`src/hw/rtl/b2j_pkg.sv`:
```
// Shared types and constants for the bencode-to-JSON stream converter.
// Used by the nesting stack and the top level; depends on nothing.
package b2j_pkg;

  // Per-container state kept on the nesting stack.
  typedef struct packed {
    logic valpos;  // dictionary waits for the value of a key
    logic has;     // container already holds an element
    logic dict;    // container is a dictionary
  } nest_t;

  // Stack update issued with every accepted byte.
  typedef struct packed {
    logic  en;
    logic  push;
    logic  pop;
    nest_t top;    // new top of stack
    nest_t under;  // old top as it goes below on a push
  } stack_op_t;

  localparam int unsigned MaxOut = 8;

  localparam logic [7:0] CH_I      = 8'h69;
  localparam logic [7:0] CH_L      = 8'h6c;
  localparam logic [7:0] CH_D      = 8'h64;
  localparam logic [7:0] CH_E      = 8'h65;
  localparam logic [7:0] CH_U      = 8'h75;
  localparam logic [7:0] CH_0      = 8'h30;
  localparam logic [7:0] CH_9      = 8'h39;
  localparam logic [7:0] CH_COLON  = 8'h3a;
  localparam logic [7:0] CH_COMMA  = 8'h2c;
  localparam logic [7:0] CH_QUOTE  = 8'h22;
  localparam logic [7:0] CH_BSLASH = 8'h5c;
  localparam logic [7:0] CH_LBRACK = 8'h5b;
  localparam logic [7:0] CH_RBRACK = 8'h5d;
  localparam logic [7:0] CH_LBRACE = 8'h7b;
  localparam logic [7:0] CH_RBRACE = 8'h7d;
  localparam logic [7:0] CH_SPACE  = 8'h20;
  localparam logic [7:0] CH_TILDE  = 8'h7e;

  localparam logic [2:0] ERR_NONE      = 3'd0;
  localparam logic [2:0] ERR_STRAY_E   = 3'd1;
  localparam logic [2:0] ERR_BAD_DIGIT = 3'd2;
  localparam logic [2:0] ERR_NEST_OVF  = 3'd3;
  localparam logic [2:0] ERR_LEN_OVF   = 3'd4;

  // Lowercase hex digit for one nibble.
  function automatic logic [7:0] hex_char(input logic [3:0] nib);
    logic [7:0] r;
    if (nib < 4'd10) begin
      r = CH_0 + {4'd0, nib};
    end else begin
      r = 8'h57 + {4'd0, nib};
    end
    return r;
  endfunction

endpackage

```
`src/hw/rtl/bencode_to_json_stream_core.sv`:
```
// Bencode-to-JSON stream converter. First JSON byte is valid in the cycle
// after the input transfer. One input byte per cycle while each byte yields
// at most one result and the output is ready; a byte with several results
// holds the result register until the last leaves; the next byte is taken
// as it leaves. Reset: top-level value expected, empty stack, no result.
module bencode_to_json_stream_core import b2j_pkg::*; #(
  parameter int unsigned STACK_DEPTH = 32,
  parameter int unsigned COUNT_WIDTH = 32
) (
  input  logic       clk_i,
  input  logic       rst_ni,
  input  logic       in_valid_i,
  output logic       in_ready_o,
  input  logic [7:0] in_byte_i,
  output logic       out_valid_o,
  input  logic       out_ready_i,
  output logic [7:0] out_byte_o,
  output logic       out_last_o,
  output logic       value_done_o,
  output logic [2:0] error_code_o
);

  localparam int unsigned PtrW = $clog2(STACK_DEPTH + 1);
  localparam int unsigned AccW = COUNT_WIDTH + 4;

  typedef enum logic [2:0] {
    PH_TOP, PH_VALUE, PH_INT, PH_LEN, PH_STR, PH_DONE, PH_ERR
  } phase_e;

  phase_e                 phase_q, phase_d;
  logic [COUNT_WIDTH-1:0] rem_q, rem_d;
  logic [7:0]             obuf_q [MaxOut];
  logic [7:0]             obuf_d [MaxOut];
  logic [3:0]             cnt_q, idx_q, n;
  logic                   done_q, done_d;
  logic [2:0]             err_q, err_d;

  stack_op_t              sop;
  nest_t                  cur, below, base, cv_top, t;
  logic [PtrW-1:0]        ptr;
  logic                   accept, out_fire, out_last;
  logic [7:0]             c;
  logic [3:0]             dig;
  logic                   is_i, is_ld, is_dig, full, ptr_zero;
  logic [2:0]             vchk;
  logic                   bv, cv, cv_ptr_zero;
  logic [AccW-1:0]        acc;

  b2j_nest_stack #(
    .STACK_DEPTH(STACK_DEPTH)
  ) u_stack (
    .clk_i   (clk_i),
    .rst_ni  (rst_ni),
    .op_i    (sop),
    .top_o   (cur),
    .below_o (below),
    .ptr_o   (ptr)
  );

  assign c        = in_byte_i;
  assign dig      = c[3:0];
  assign is_i     = (c == CH_I);
  assign is_ld    = (c == CH_L) || (c == CH_D);
  assign is_dig   = (c >= CH_0) && (c <= CH_9);
  assign full     = (ptr >= PtrW'(STACK_DEPTH));
  assign ptr_zero = (ptr == '0);
  assign acc      = {1'b0, rem_q, 3'b000} + {3'b000, rem_q, 1'b0} + AccW'(dig);

  // Error that a byte at a value position raises, if any.
  always_comb begin
    if (is_i || is_dig) begin
      vchk = ERR_NONE;
    end else if (is_ld) begin
      vchk = full ? ERR_NEST_OVF : ERR_NONE;
    end else begin
      vchk = ERR_BAD_DIGIT;
    end
  end

  // Result register drains one byte per transfer.
  assign out_valid_o  = (idx_q != cnt_q);
  assign out_last     = ((idx_q + 4'd1) == cnt_q);
  assign out_fire     = out_valid_o && out_ready_i;
  assign out_byte_o   = obuf_q[idx_q[2:0]];
  assign out_last_o   = out_last;
  assign value_done_o = out_last && done_q;
  assign error_code_o = out_last ? err_q : ERR_NONE;
  assign in_ready_o   = !out_valid_o || (out_fire && out_last);
  assign accept       = in_valid_i && in_ready_o;

  always_comb begin
    phase_d     = phase_q;
    rem_d       = rem_q;
    n           = 4'd0;
    done_d      = 1'b0;
    err_d       = ERR_NONE;
    bv          = 1'b0;
    cv          = 1'b0;
    cv_top      = cur;
    cv_ptr_zero = ptr_zero;
    base        = cur;
    t           = cur;
    for (int k = 0; k < MaxOut; k++) begin
      obuf_d[k] = 8'h00;
    end
    sop.en    = accept;
    sop.push  = 1'b0;
    sop.pop   = 1'b0;
    sop.top   = cur;
    sop.under = cur;

    unique case (phase_q)
      PH_TOP: begin
        if (c == CH_E) begin
          err_d = ERR_STRAY_E;
        end else if (vchk != ERR_NONE) begin
          err_d = vchk;
        end else begin
          bv = 1'b1;
        end
      end
      PH_VALUE: begin
        if (ptr_zero) begin
          cv = 1'b1;
        end else if (cur.valpos) begin
          if (vchk != ERR_NONE) begin
            err_d = vchk;
          end else begin
            bv = 1'b1;
          end
        end else if (c == CH_E) begin
          obuf_d[n[2:0]] = cur.dict ? CH_RBRACE : CH_RBRACK;
          n = n + 4'd1;
          sop.pop     = 1'b1;
          cv          = 1'b1;
          cv_top      = below;
          cv_ptr_zero = (ptr == PtrW'(1));
        end else if (vchk != ERR_NONE) begin
          err_d = vchk;
        end else begin
          if (cur.has) begin
            obuf_d[n[2:0]] = CH_COMMA;
            n = n + 4'd1;
          end
          base.has = 1'b1;
          bv       = 1'b1;
        end
      end
      PH_INT: begin
        if (c == CH_E) begin
          cv = 1'b1;
        end else begin
          obuf_d[n[2:0]] = c;
          n = n + 4'd1;
        end
      end
      PH_LEN: begin
        if (c == CH_COLON) begin
          obuf_d[n[2:0]] = CH_QUOTE;
          n = n + 4'd1;
          if (rem_q == '0) begin
            obuf_d[n[2:0]] = CH_QUOTE;
            n  = n + 4'd1;
            cv = 1'b1;
          end else begin
            phase_d = PH_STR;
          end
        end else if (is_dig) begin
          if (acc[AccW-1:COUNT_WIDTH] != 4'd0) begin
            err_d = ERR_LEN_OVF;
          end else begin
            rem_d = acc[COUNT_WIDTH-1:0];
          end
        end else begin
          err_d = ERR_BAD_DIGIT;
        end
      end
      PH_STR: begin
        if (rem_q == '0) begin
          cv = 1'b1;
        end else begin
          if ((c == CH_QUOTE) || (c == CH_BSLASH)) begin
            obuf_d[n[2:0]] = CH_BSLASH;
            n = n + 4'd1;
            obuf_d[n[2:0]] = c;
            n = n + 4'd1;
          end else if ((c >= CH_SPACE) && (c <= CH_TILDE)) begin
            obuf_d[n[2:0]] = c;
            n = n + 4'd1;
          end else begin
            obuf_d[n[2:0]] = CH_BSLASH;
            n = n + 4'd1;
            obuf_d[n[2:0]] = CH_U;
            n = n + 4'd1;
            obuf_d[n[2:0]] = CH_0;
            n = n + 4'd1;
            obuf_d[n[2:0]] = CH_0;
            n = n + 4'd1;
            obuf_d[n[2:0]] = hex_char(c[7:4]);
            n = n + 4'd1;
            obuf_d[n[2:0]] = hex_char(c[3:0]);
            n = n + 4'd1;
          end
          rem_d = rem_q - COUNT_WIDTH'(1);
          if (rem_q == COUNT_WIDTH'(1)) begin
            obuf_d[n[2:0]] = CH_QUOTE;
            n  = n + 4'd1;
            cv = 1'b1;
          end
        end
      end
      default: begin
      end
    endcase

    if (err_d != ERR_NONE) begin
      phase_d = PH_ERR;
    end

    // Start of a new value at a value position.
    if (bv) begin
      sop.top   = base;
      sop.under = base;
      if (is_i) begin
        phase_d = PH_INT;
      end else if (is_ld) begin
        sop.push       = 1'b1;
        sop.top        = '{valpos: 1'b0, has: 1'b0, dict: (c == CH_D)};
        obuf_d[n[2:0]] = (c == CH_D) ? CH_LBRACE : CH_LBRACK;
        n              = n + 4'd1;
        phase_d        = PH_VALUE;
      end else begin
        rem_d   = COUNT_WIDTH'(dig);
        phase_d = PH_LEN;
      end
    end

    // A value finished: either the whole document or one element.
    if (cv) begin
      if (cv_ptr_zero) begin
        phase_d = PH_DONE;
        done_d  = 1'b1;
      end else begin
        t = cv_top;
        if (t.dict) begin
          if (!t.valpos) begin
            obuf_d[n[2:0]] = CH_COLON;
            n        = n + 4'd1;
            t.valpos = 1'b1;
          end else begin
            t.valpos = 1'b0;
          end
        end
        sop.top = t;
        phase_d = PH_VALUE;
      end
    end

    // Status with no character still needs one result.
    if ((n == 4'd0) && (done_d || (err_d != ERR_NONE))) begin
      n = 4'd1;
    end
  end

  always_ff @(posedge clk_i) begin
    if (accept) begin
      for (int k = 0; k < MaxOut; k++) begin
        obuf_q[k] <= obuf_d[k];
      end
      done_q <= done_d;
      err_q  <= err_d;
      rem_q  <= rem_d;
    end
  end

  always_ff @(posedge clk_i or negedge rst_ni) begin
    if (!rst_ni) begin
      phase_q <= PH_TOP;
      cnt_q   <= 4'd0;
      idx_q   <= 4'd0;
    end else begin
      if (accept) begin
        phase_q <= phase_d;
        cnt_q   <= n;
        idx_q   <= 4'd0;
      end else if (out_fire) begin
        idx_q <= idx_q + 4'd1;
      end
    end
  end

endmodule

```
`src/hw/rtl/b2j_nest_stack.sv`:
```
// Nesting stack: top entry in a register, the rest in a memory with a
// registered read of the entry just below the top. Uses b2j_pkg.
module b2j_nest_stack import b2j_pkg::*; #(
  parameter int unsigned STACK_DEPTH = 32
) (
  input  logic                                 clk_i,
  input  logic                                 rst_ni,
  input  stack_op_t                            op_i,
  output nest_t                                top_o,
  output nest_t                                below_o,
  output logic [$clog2(STACK_DEPTH+1)-1:0]     ptr_o
);

  localparam int unsigned PtrW  = $clog2(STACK_DEPTH + 1);
  localparam int unsigned AddrW = (STACK_DEPTH > 1) ? $clog2(STACK_DEPTH) : 1;

  nest_t             mem [STACK_DEPTH];
  nest_t             top_q;
  nest_t             rd_q;
  nest_t             byp_data_q;
  logic              byp_q;
  logic [PtrW-1:0]   ptr_q, ptr_d;
  logic [AddrW-1:0]  waddr, raddr;
  logic              we;

  always_comb begin
    ptr_d = ptr_q;
    if (op_i.en && op_i.push) begin
      ptr_d = ptr_q + PtrW'(1);
    end else if (op_i.en && op_i.pop) begin
      ptr_d = ptr_q - PtrW'(1);
    end
  end

  assign we    = op_i.en && op_i.push && (ptr_q != '0);
  assign waddr = AddrW'(ptr_q - PtrW'(1));
  // Prefetch the entry below the next top so a pop can use it at once.
  assign raddr = AddrW'(ptr_d - PtrW'(2));

  always_ff @(posedge clk_i) begin
    if (we) begin
      mem[waddr] <= op_i.under;
    end
    rd_q       <= mem[raddr];
    byp_q      <= we && (waddr == raddr);
    byp_data_q <= op_i.under;
    if (op_i.en) begin
      top_q <= op_i.top;
    end
  end

  always_ff @(posedge clk_i or negedge rst_ni) begin
    if (!rst_ni) begin
      ptr_q <= '0;
    end else begin
      ptr_q <= ptr_d;
    end
  end

  assign top_o   = top_q;
  assign below_o = byp_q ? byp_data_q : rd_q;
  assign ptr_o   = ptr_q;

endmodule
```
`config.mk`:
```
export PLATFORM = sky130hd
export DESIGN_NAME = bencode_to_json_stream_core
export DESIGN_NICKNAME = d
export VERILOG_FILES = /design/src/hw/rtl/b2j_pkg.sv /design/src/hw/rtl/bencode_to_json_stream_core.sv /design/src/hw/rtl/b2j_nest_stack.sv
export SDC_FILE = /design/constraint.sdc
export NUM_CORES = 1
export LEC_CHECK = 0
export ABC_CLOCK_PERIOD_IN_PS = 14800
export BUFFER_PORTS_ARGS = -buffer_cell sky130_fd_sc_hd__buf_4
export CORE_ASPECT_RATIO = 1.4
export CORE_UTILIZATION = 66
export CTS_BUF_LIST = sky130_fd_sc_hd__clkbuf_4 sky130_fd_sc_hd__clkbuf_8 sky130_fd_sc_hd__clkbuf_16
export CTS_CLUSTER_SIZE = 24
export DETAILED_ROUTE_END_ITERATION = 6
export GPL_TIMING_DRIVEN = 0
export PLACE_DENSITY = 0.83
export SYNTH_ARGS = -nofsm -noshare
export SYNTH_HDL_FRONTEND = slang
export SYNTH_SLANG_ARGS = --single-unit
export TNS_END_PERCENT = 30
```
`constraint.sdc`:
```
create_clock -name clk_i -period 14.8 [get_ports clk_i]
set_clock_uncertainty 0.2 [all_clocks]
set_input_delay 2.96 -clock clk_i [delete_from_list [all_inputs] [get_ports clk_i]]
set_output_delay 2.96 -clock clk_i [all_outputs]
set_load 0.05 [all_outputs]
```
; ---- Yosys cells after proc, flatten, opt, wreduce, memory -nomap -nowiden
; Memories as Yosys holds them, arrays and structs flattened. A register that Yosys moved wholly into a read port is not among the register bits.
; Index checks and enable logic that the tools add are counted.
[classes]
n_eq_ne = 21
n_lt_le_gt_ge = 13
reduce_logical = 33
n_bitwise = 9
n_addsub = 14
mux = 141
[op_table]
columns = op, count
row1 = $mux W64, 9
row2 = $mux W32, 10
row3 = $mux W3, 27
row4 = $demux W8 S3, 3
row5 = $mux W4, 18
row6 = $bwmux W64, 1
row7 = $pmux W32 S2, 1
row8 = $mux W8, 7
row9 = $and A48 B48 Y48, 1
row10 = $mux W16, 3
row11 = $mux W48, 1
row12 = $mux W6, 8
row13 = $not A48 Y48, 1
row14 = $eq A8 B7 Y1 const B, 5
row15 = $mux W39, 1
row16 = $add A35 B33 Y36, 1
row17 = $add A36 B4 Y36, 1
row18 = $mux W1, 35
row19 = $and A32 B32 Y32, 1
row20 = $eq A32 B1 Y1 const B, 1
row21 = $logic_not A32 Y1, 1
row22 = $not A32 Y32, 1
row23 = $or A32 B32 Y32, 1
row24 = $pmux W8 S4, 1
row25 = other kinds (48), 92
[word_totals]
n_memories = 2
out_inout_bits = 15
register_bits = 60
wordCells = 247
inputBits = 12
ram_bits = 160
[mem_list]
columns = memory, depth, word_bits, rd, rd_clocked_by_memory_dff, wr, line_no
row1 = u_stack.mem, 32, 3, 1, 1, 1, b2j_nest_stack.sv:17  ; nest_t mem [STACK_DEPTH];
row2 = obuf_q, 8, 8, 1, 0, 8, bencode_to_json_stream_core.sv:32  ; logic [7:0] obuf_q [MaxOut];

; ---- Logic depth before layout (Yosys ltp)
[logic_depth]
depth_word = 25
ltp_mapped = 20
mapped_depth_nobuf = 16

; ---- Cells and area by module
; A second synthesis with hierarchy kept.
[hier_totals]
cells_unflattened = 1292
hier_area_um2 = 13807.0
[modules_own_cells]
columns = module, area_per_inst_um2, cells_each, seq_area_each_um2, instances
row1 = bencode_to_json_stream_core, 8981.1, 997, 2797.7, 1
row2 = b2j_nest_stack, 4825.9, 295, 3263.1, 1

; ---- Worst setup path after synthesis
; Ideal clock, no wire load.
[synth_timing]
path_type = input-to-output
start = input out_ready_i
end = output in_ready_o
path_slack_ns = 7.384
cell_stages = 2
arrival_ns = 4.256
t_required_ns = 11.640
path_buffers = 0
path_cell_list = inv_1 > o31ai_1
[synth_via]
elab_chain_len = 3
[synth_lines]
columns = item, line_no
row1 = from (decl), bencode_to_json_stream_core.sv:16  ; input logic out_ready_i,
row2 = $logic_and A1 B1 Y1, bencode_to_json_stream_core.sv:83  ; assign out_fire = out_valid_o && out_ready_i;
row3 = $logic_and A1 B1 Y1, bencode_to_json_stream_core.sv:88  ; assign in_ready_o = !out_valid_o || (out_fire && out_last);
row4 = $logic_or A1 B1 Y1, bencode_to_json_stream_core.sv:88
row5 = to (decl), bencode_to_json_stream_core.sv:13  ; output logic in_ready_o,
; No other way between the ends.

; ---- Worst setup path after layout
[layout_timing]
start = input in_byte_i[1]
end = register u_stack.rd_q[2] (netlist name)
[layout_via]
elab_chain_len = 14
word_cells_on_any_way = 29
classes_between = add/sub (1) / order compare (2) / eq/ne (4) / mux (16) / reduce/logical (6)
[layout_lines]
columns = item, line_no
row1 = from (decl), bencode_to_json_stream_core.sv:14  ; input logic [7:0] in_byte_i,
row2 = $ge A8 B6 Y1 (tied with other cells), bencode_to_json_stream_core.sv:64  ; assign is_dig = (c >= CH_0) && (c <= CH_9);
row3 = $logic_and A1 B1 Y1 / $logic_or A1 B1 Y1 (equally long branches), "bencode_to_json_stream_core.sv:64, bencode_to_json_stream_core.sv:63"
row4 = $logic_or A1 B1 Y1 / $mux W2 (equally long branches), "bencode_to_json_stream_core.sv:71, bencode_to_json_stream_core.sv:73"
row5 = $mux W2, bencode_to_json_stream_core.sv:71  ; if (is_i || is_dig) begin
row6 = $reduce_bool A3 Y1, "bencode_to_json_stream_core.sv:116, bencode_to_json_stream_core.sv:126, bencode_to_json_stream_core.sv:138"
row7 = $mux W1, "bencode_to_json_stream_core.sv:116, bencode_to_json_stream_core.sv:126, bencode_to_json_stream_core.sv:138"
row8 = $mux W1, bencode_to_json_stream_core.sv:114  ; if (c == CH_E) begin
row9 = $mux W1, bencode_to_json_stream_core.sv:125  ; end else if (cur.valpos) begin
row10 = $mux W1, bencode_to_json_stream_core.sv:123  ; if (ptr_zero) begin
row11 = $pmux W1 S2, bencode_to_json_stream_core.sv:112  ; unique case (phase_q)
row12 = $mux W1, bencode_to_json_stream_core.sv:221  ; if (bv) begin
row13 = $logic_and A1 B1 Y1, b2j_nest_stack.sv:28  ; if (op_i.en && op_i.push) begin
row14 = $mux W6 (*), b2j_nest_stack.sv:28
row15 = net u_stack.ptr_d[1], b2j_nest_stack.sv:22  ; logic [PtrW-1:0] ptr_q, ptr_d;
row16 = $sub A5 B2 Y5 (*), b2j_nest_stack.sv:38  ; assign raddr = AddrW'(ptr_d - PtrW'(2));
; The timed path passes the listed nets; every way through them passes the cells marked *.
; A chain may end at the register's enable or synchronous reset.

==> flow_summary.ini <==
[routing]
vias = 11500
drt_first_pass_iters = 6
drt_iter0_drc = 1085
viasPerCell = 6.95
drt.antenna.violating_nets = 0
drt_wl_total_microns = 36500
drt_drc_violations_left = 0
detail_route.wl_per_cell_microns = 22.0

[timing]
timing.final.crit_share = 0.556
worst_max_slew_pin_slew_ns = 1.29
fmax_ghz = 0.122
slew_headroom = 0.139
timing_hold_violations_final = 0
final_worst_slack_ns = 6.57
setup_repair_after_global_routing_missed_its_margin = no
slew_viol_final = 0
finalSetupViolCount = 0
period_minus_slack_ns = 8.23
fin_setup_tns_ns = 0

[place]
place.detailed.instances = 1624
placement_stage_cell_area_sq_um = 14100
place_ws_ns = 6.27
port_buffers = 26
finalWeightedCongestion = 0.948
dpl.hpwl_microns = 25700

[layout]
antenna_cells = 0
mostFrequentLayoutCell = sky130_fd_sc_hd__edfxtp_1
layout.cells.non_filler = 1661
finish.instance_area_sq_um = 14900
filler_cell_count = 1425
design.final.nets = 1492
final_cell_mix = sky130_fd_sc_hd__edfxtp_1, sky130_fd_sc_hd__nor2_1, sky130_fd_sc_hd__nand2_1
synthToLayoutAreaGrowth_pct = 9.44
final_util = 0.743
share_of_post_route_cells_with_drive_strength_above_1 = 0.0845

[logic_synthesis]
yosys_register_bits = 207
postSynthCellCount = 1340
yosysWarnings = 0
async_flop_share = 0.0821
synth_area_sq_um = 13600
synth_edf_count = 183
ys_seq_area_frac = 0.447
synth_cell_types = 90
dominantRegCellSynth = sky130_fd_sc_hd__edfxtp_1
post_synth.cell_area_avg_sq_um = 10.1

[floorplan]
rows = 61
design.core.area_sq_um = 20000
dieHeight_microns = 172
design.portCount = 27
dieWidth_microns = 123
floorplan.initialDensity = 0.679
fp.dieArea_sq_um = 21200

[critical_path]
timing.critical_path.cells = buf_4 -> clkbuf_1 -> inv_1 -> ha_1 -> o21ba_2 -> o211ai_1 -> o211ai_2 -> nand2_1 -> o311a_1 -> clkbuf_1 -> inv_1 -> ha_1 -> nor3_1 -> clkbuf_1 -> a2111oi_0 -> a221oi_1 -> a211oi_1 -> a211oi_1
worst-endpoint-arrival_ns = 8.42
timing.setup.critical_path_class = input pin to flop
critical_path_cell_count = 18
critical-path-top-cell-by-count = sky130_fd_sc_hd__clkbuf_1
critical-path-top-delay-family = compound AO/OA/AOI/OAI gates
rr_startpoint = u_stack.top_o[2]
timing.critical_path.slowest_stage_cell = sky130_fd_sc_hd__nor3_1
critical-path-max-stage-delay_ns = 0.80
worst_r2r_setup_slack_ns = 9.12
timing.critical_path.buf_inv = 6
r2r_end = u_stack.rd_q[2]
crit_path_max_fanout = 10
critPathRequiredTime_ns = 15.00
reg2regPathDepth = 15
worst_setup_end_kind = flop
worst_setup_path_start_kind = input pin

[pwr]
total_switching_power_w = 0.00140
p_clk_frac = 0.171
netSwitchingFraction = 0.435
power.ir.vdd_worst_uv = 191
internal_power_w = 0.00181
sequentialPowerShare = 0.307
pwrdens_nw_per_um2 = 216
p_comb_frac = 0.522
power.static_leakage_nw = 5.43

[min_path]
min_path_cells = 1
min_from = u_stack.ptr_o[5]
min-delay-path-class = flop to flop
hold_end = u_stack.ptr_o[5]

[grt]
initial_antenna_violation_count = 0
pin_count_of_the_biggest_net_entering_global_routing = 56
first_pass_grt_wire_length_microns = 57300
grtUsageTotal = 0.352
grt_pass1_vias = 11000
grt_overflow_total = 0

[outcome]
run_status = complete, no violations

[clock_tree]
cts.hold.buffers_added = 0
clock-sinks = 207
clk-insertion-delay-late_ns = 0.51
clock_tree.htree_level_count = 1
tritoncts.num_buffers = 20
clock_tree_buf_depth = 3
cts_setup_buffers = 0
cells_resized_by_post_cts_repair = 0
clkSlewWorstSetupHoldPaths_ns = 0.07
cts_root_buffer = sky130_fd_sc_hd__clkbuf_16
cts_tree = yes

[job]
drv.max_cap_violation_count = 0
## cell usage after synthesis, types with 6 or more instances
cell	count	share of area
sky130_fd_sc_hd__nor2_1	119	0.033
sky130_fd_sc_hd__and4_1	8	0.0052
sky130_fd_sc_hd__nand4_1	23	0.011
sky130_fd_sc_hd__a21oi_1	65	0.024
sky130_fd_sc_hd__and3_1	20	0.0092
sky130_fd_sc_hd__nand3b_1	10	0.0055
sky130_fd_sc_hd__a22oi_1	13	0.0072
sky130_fd_sc_hd__mux2i_1	17	0.013
sky130_fd_sc_hd__xor2_1	19	0.012
sky130_fd_sc_hd__o21a_1	10	0.0055
sky130_fd_sc_hd__nand3_1	67	0.025
sky130_fd_sc_hd__or2_2	7	0.0032
sky130_fd_sc_hd__nor4_1	10	0.0046
sky130_fd_sc_hd__a211oi_1	30	0.017
sky130_fd_sc_hd__or3_1	18	0.0083
sky130_fd_sc_hd__a31oi_1	17	0.0078
sky130_fd_sc_hd__o21bai_1	6	0.0033
sky130_fd_sc_hd__nor3_1	44	0.016
sky130_fd_sc_hd__or4_1	11	0.0061
sky130_fd_sc_hd__buf_2	11	0.0041
sky130_fd_sc_hd__ha_1	83	0.077
sky130_fd_sc_hd__o211ai_1	24	0.013
sky130_fd_sc_hd__o21ai_0	76	0.028
sky130_fd_sc_hd__o31ai_1	9	0.0050
sky130_fd_sc_hd__xnor2_1	38	0.025
sky130_fd_sc_hd__dfxtp_1	7	0.010
sky130_fd_sc_hd__mux4_2	15	0.025
sky130_fd_sc_hd__inv_1	41	0.011
sky130_fd_sc_hd__and2_1	8	0.0037
sky130_fd_sc_hd__a21o_1	22	0.012
sky130_fd_sc_hd__clkbuf_1	53	0.015
sky130_fd_sc_hd__nand2_1	104	0.029
sky130_fd_sc_hd__dfrtp_1	17	0.031
sky130_fd_sc_hd__edfxtp_1	183	0.40
sky130_fd_sc_hd__nor2b_1	15	0.0069
## power groups by stage
stage	registers, W	clock network, W	logic, W
after global routing	0.000998	0.000564	0.00184
after global placement	0.00101	0	0.00157
after CTS	0.000988	0.000544	0.00165
after floorplan	0.000952	0	0.00125
after detailed placement	0.000995	0	0.00163
final	0.000984	0.000548	0.00167
## per-stage QoR
stage               hold slack, ns  total power, W
floorplan                    0.267         0.00221
global placement             0.284         0.00258
detailed placement           0.340         0.00263
CTS                          0.377         0.00318
global route                 0.405         0.00340
finish                       0.386         0.00321
## worst reg2reg max path, delay by kind of cell (launching register included)
| kind | cells | cell delay (ns) |
|---|---|---|
| compound gates | 7 | 1.90 |
| buf+inv | 3 | 0.97 |
| simple gates | 4 | 1.56 |
| fa+ha+maj | 1 | 0.24 |
| flops | 1 | 0.70 |
## cell families after synthesis
family | Yosys count | synth area share
multiplexers | 35 | 0.0399
flip-flops | 207 | 0.447
other | 1 | 0.000276
AO/OA/AOI/OAI | 352 | 0.177
buffers and inverters | 110 | 0.0331
adder cells (fa/ha/maj) | 86 | 0.0802
XOR/XNOR | 59 | 0.0396
AND/OR/NAND/NOR | 490 | 0.184
## flip-flops by register name (all words and copies together), names as in the netlist
signal and flops:
u_stack.mem 96, obuf_q 48, rem_q 32, u_stack.ptr_o 6
cnt_q 4, idx_q 4, err_q 3, phase_q 3
u_stack.byp_data_q 3, u_stack.rd_q 3, u_stack.top_o 3, done_q 1
u_stack.byp_q 1
## final cells by class
class	instances	area [sq um]	area share
buffer	69	299	0.0201
clock buffer	25	556	0.0374
clock inverter	11	138	0.00927
inverter	41	154	0.0104
multi-input combinational	1028	7080	0.477
sequential	207	6060	0.408
tap	252	315	0.0212
timing repair buffer	28	250	0.0168
## worst max-delay path by stage
stage          slack, ns         start               to
6_report            6.57  in_byte_i[1]  u_stack.rd_q[2]
5_1_grt             6.14  in_byte_i[1]  u_stack.rd_q[0]
4_1_cts             6.76  in_byte_i[1]  u_stack.rd_q[2]
3_5_place_dp        6.27  in_byte_i[1]  u_stack.rd_q[2]
3_3_place_gp        6.38  in_byte_i[1]  u_stack.rd_q[0]
2_1_floorplan       7.38   out_ready_i       in_ready_o
## per-layer routing
| layer | global-route usage | share of wire |
|---|---|---|
| met4 | 0.158 | 0.041 |
| met1 | 0.433 | 0.38 |
| met2 | 0.612 | 0.51 |
| met5 | 0 | 0 |
| met3 | 0.0431 | 0.074 |
Power figures use the tool's default switching activity.
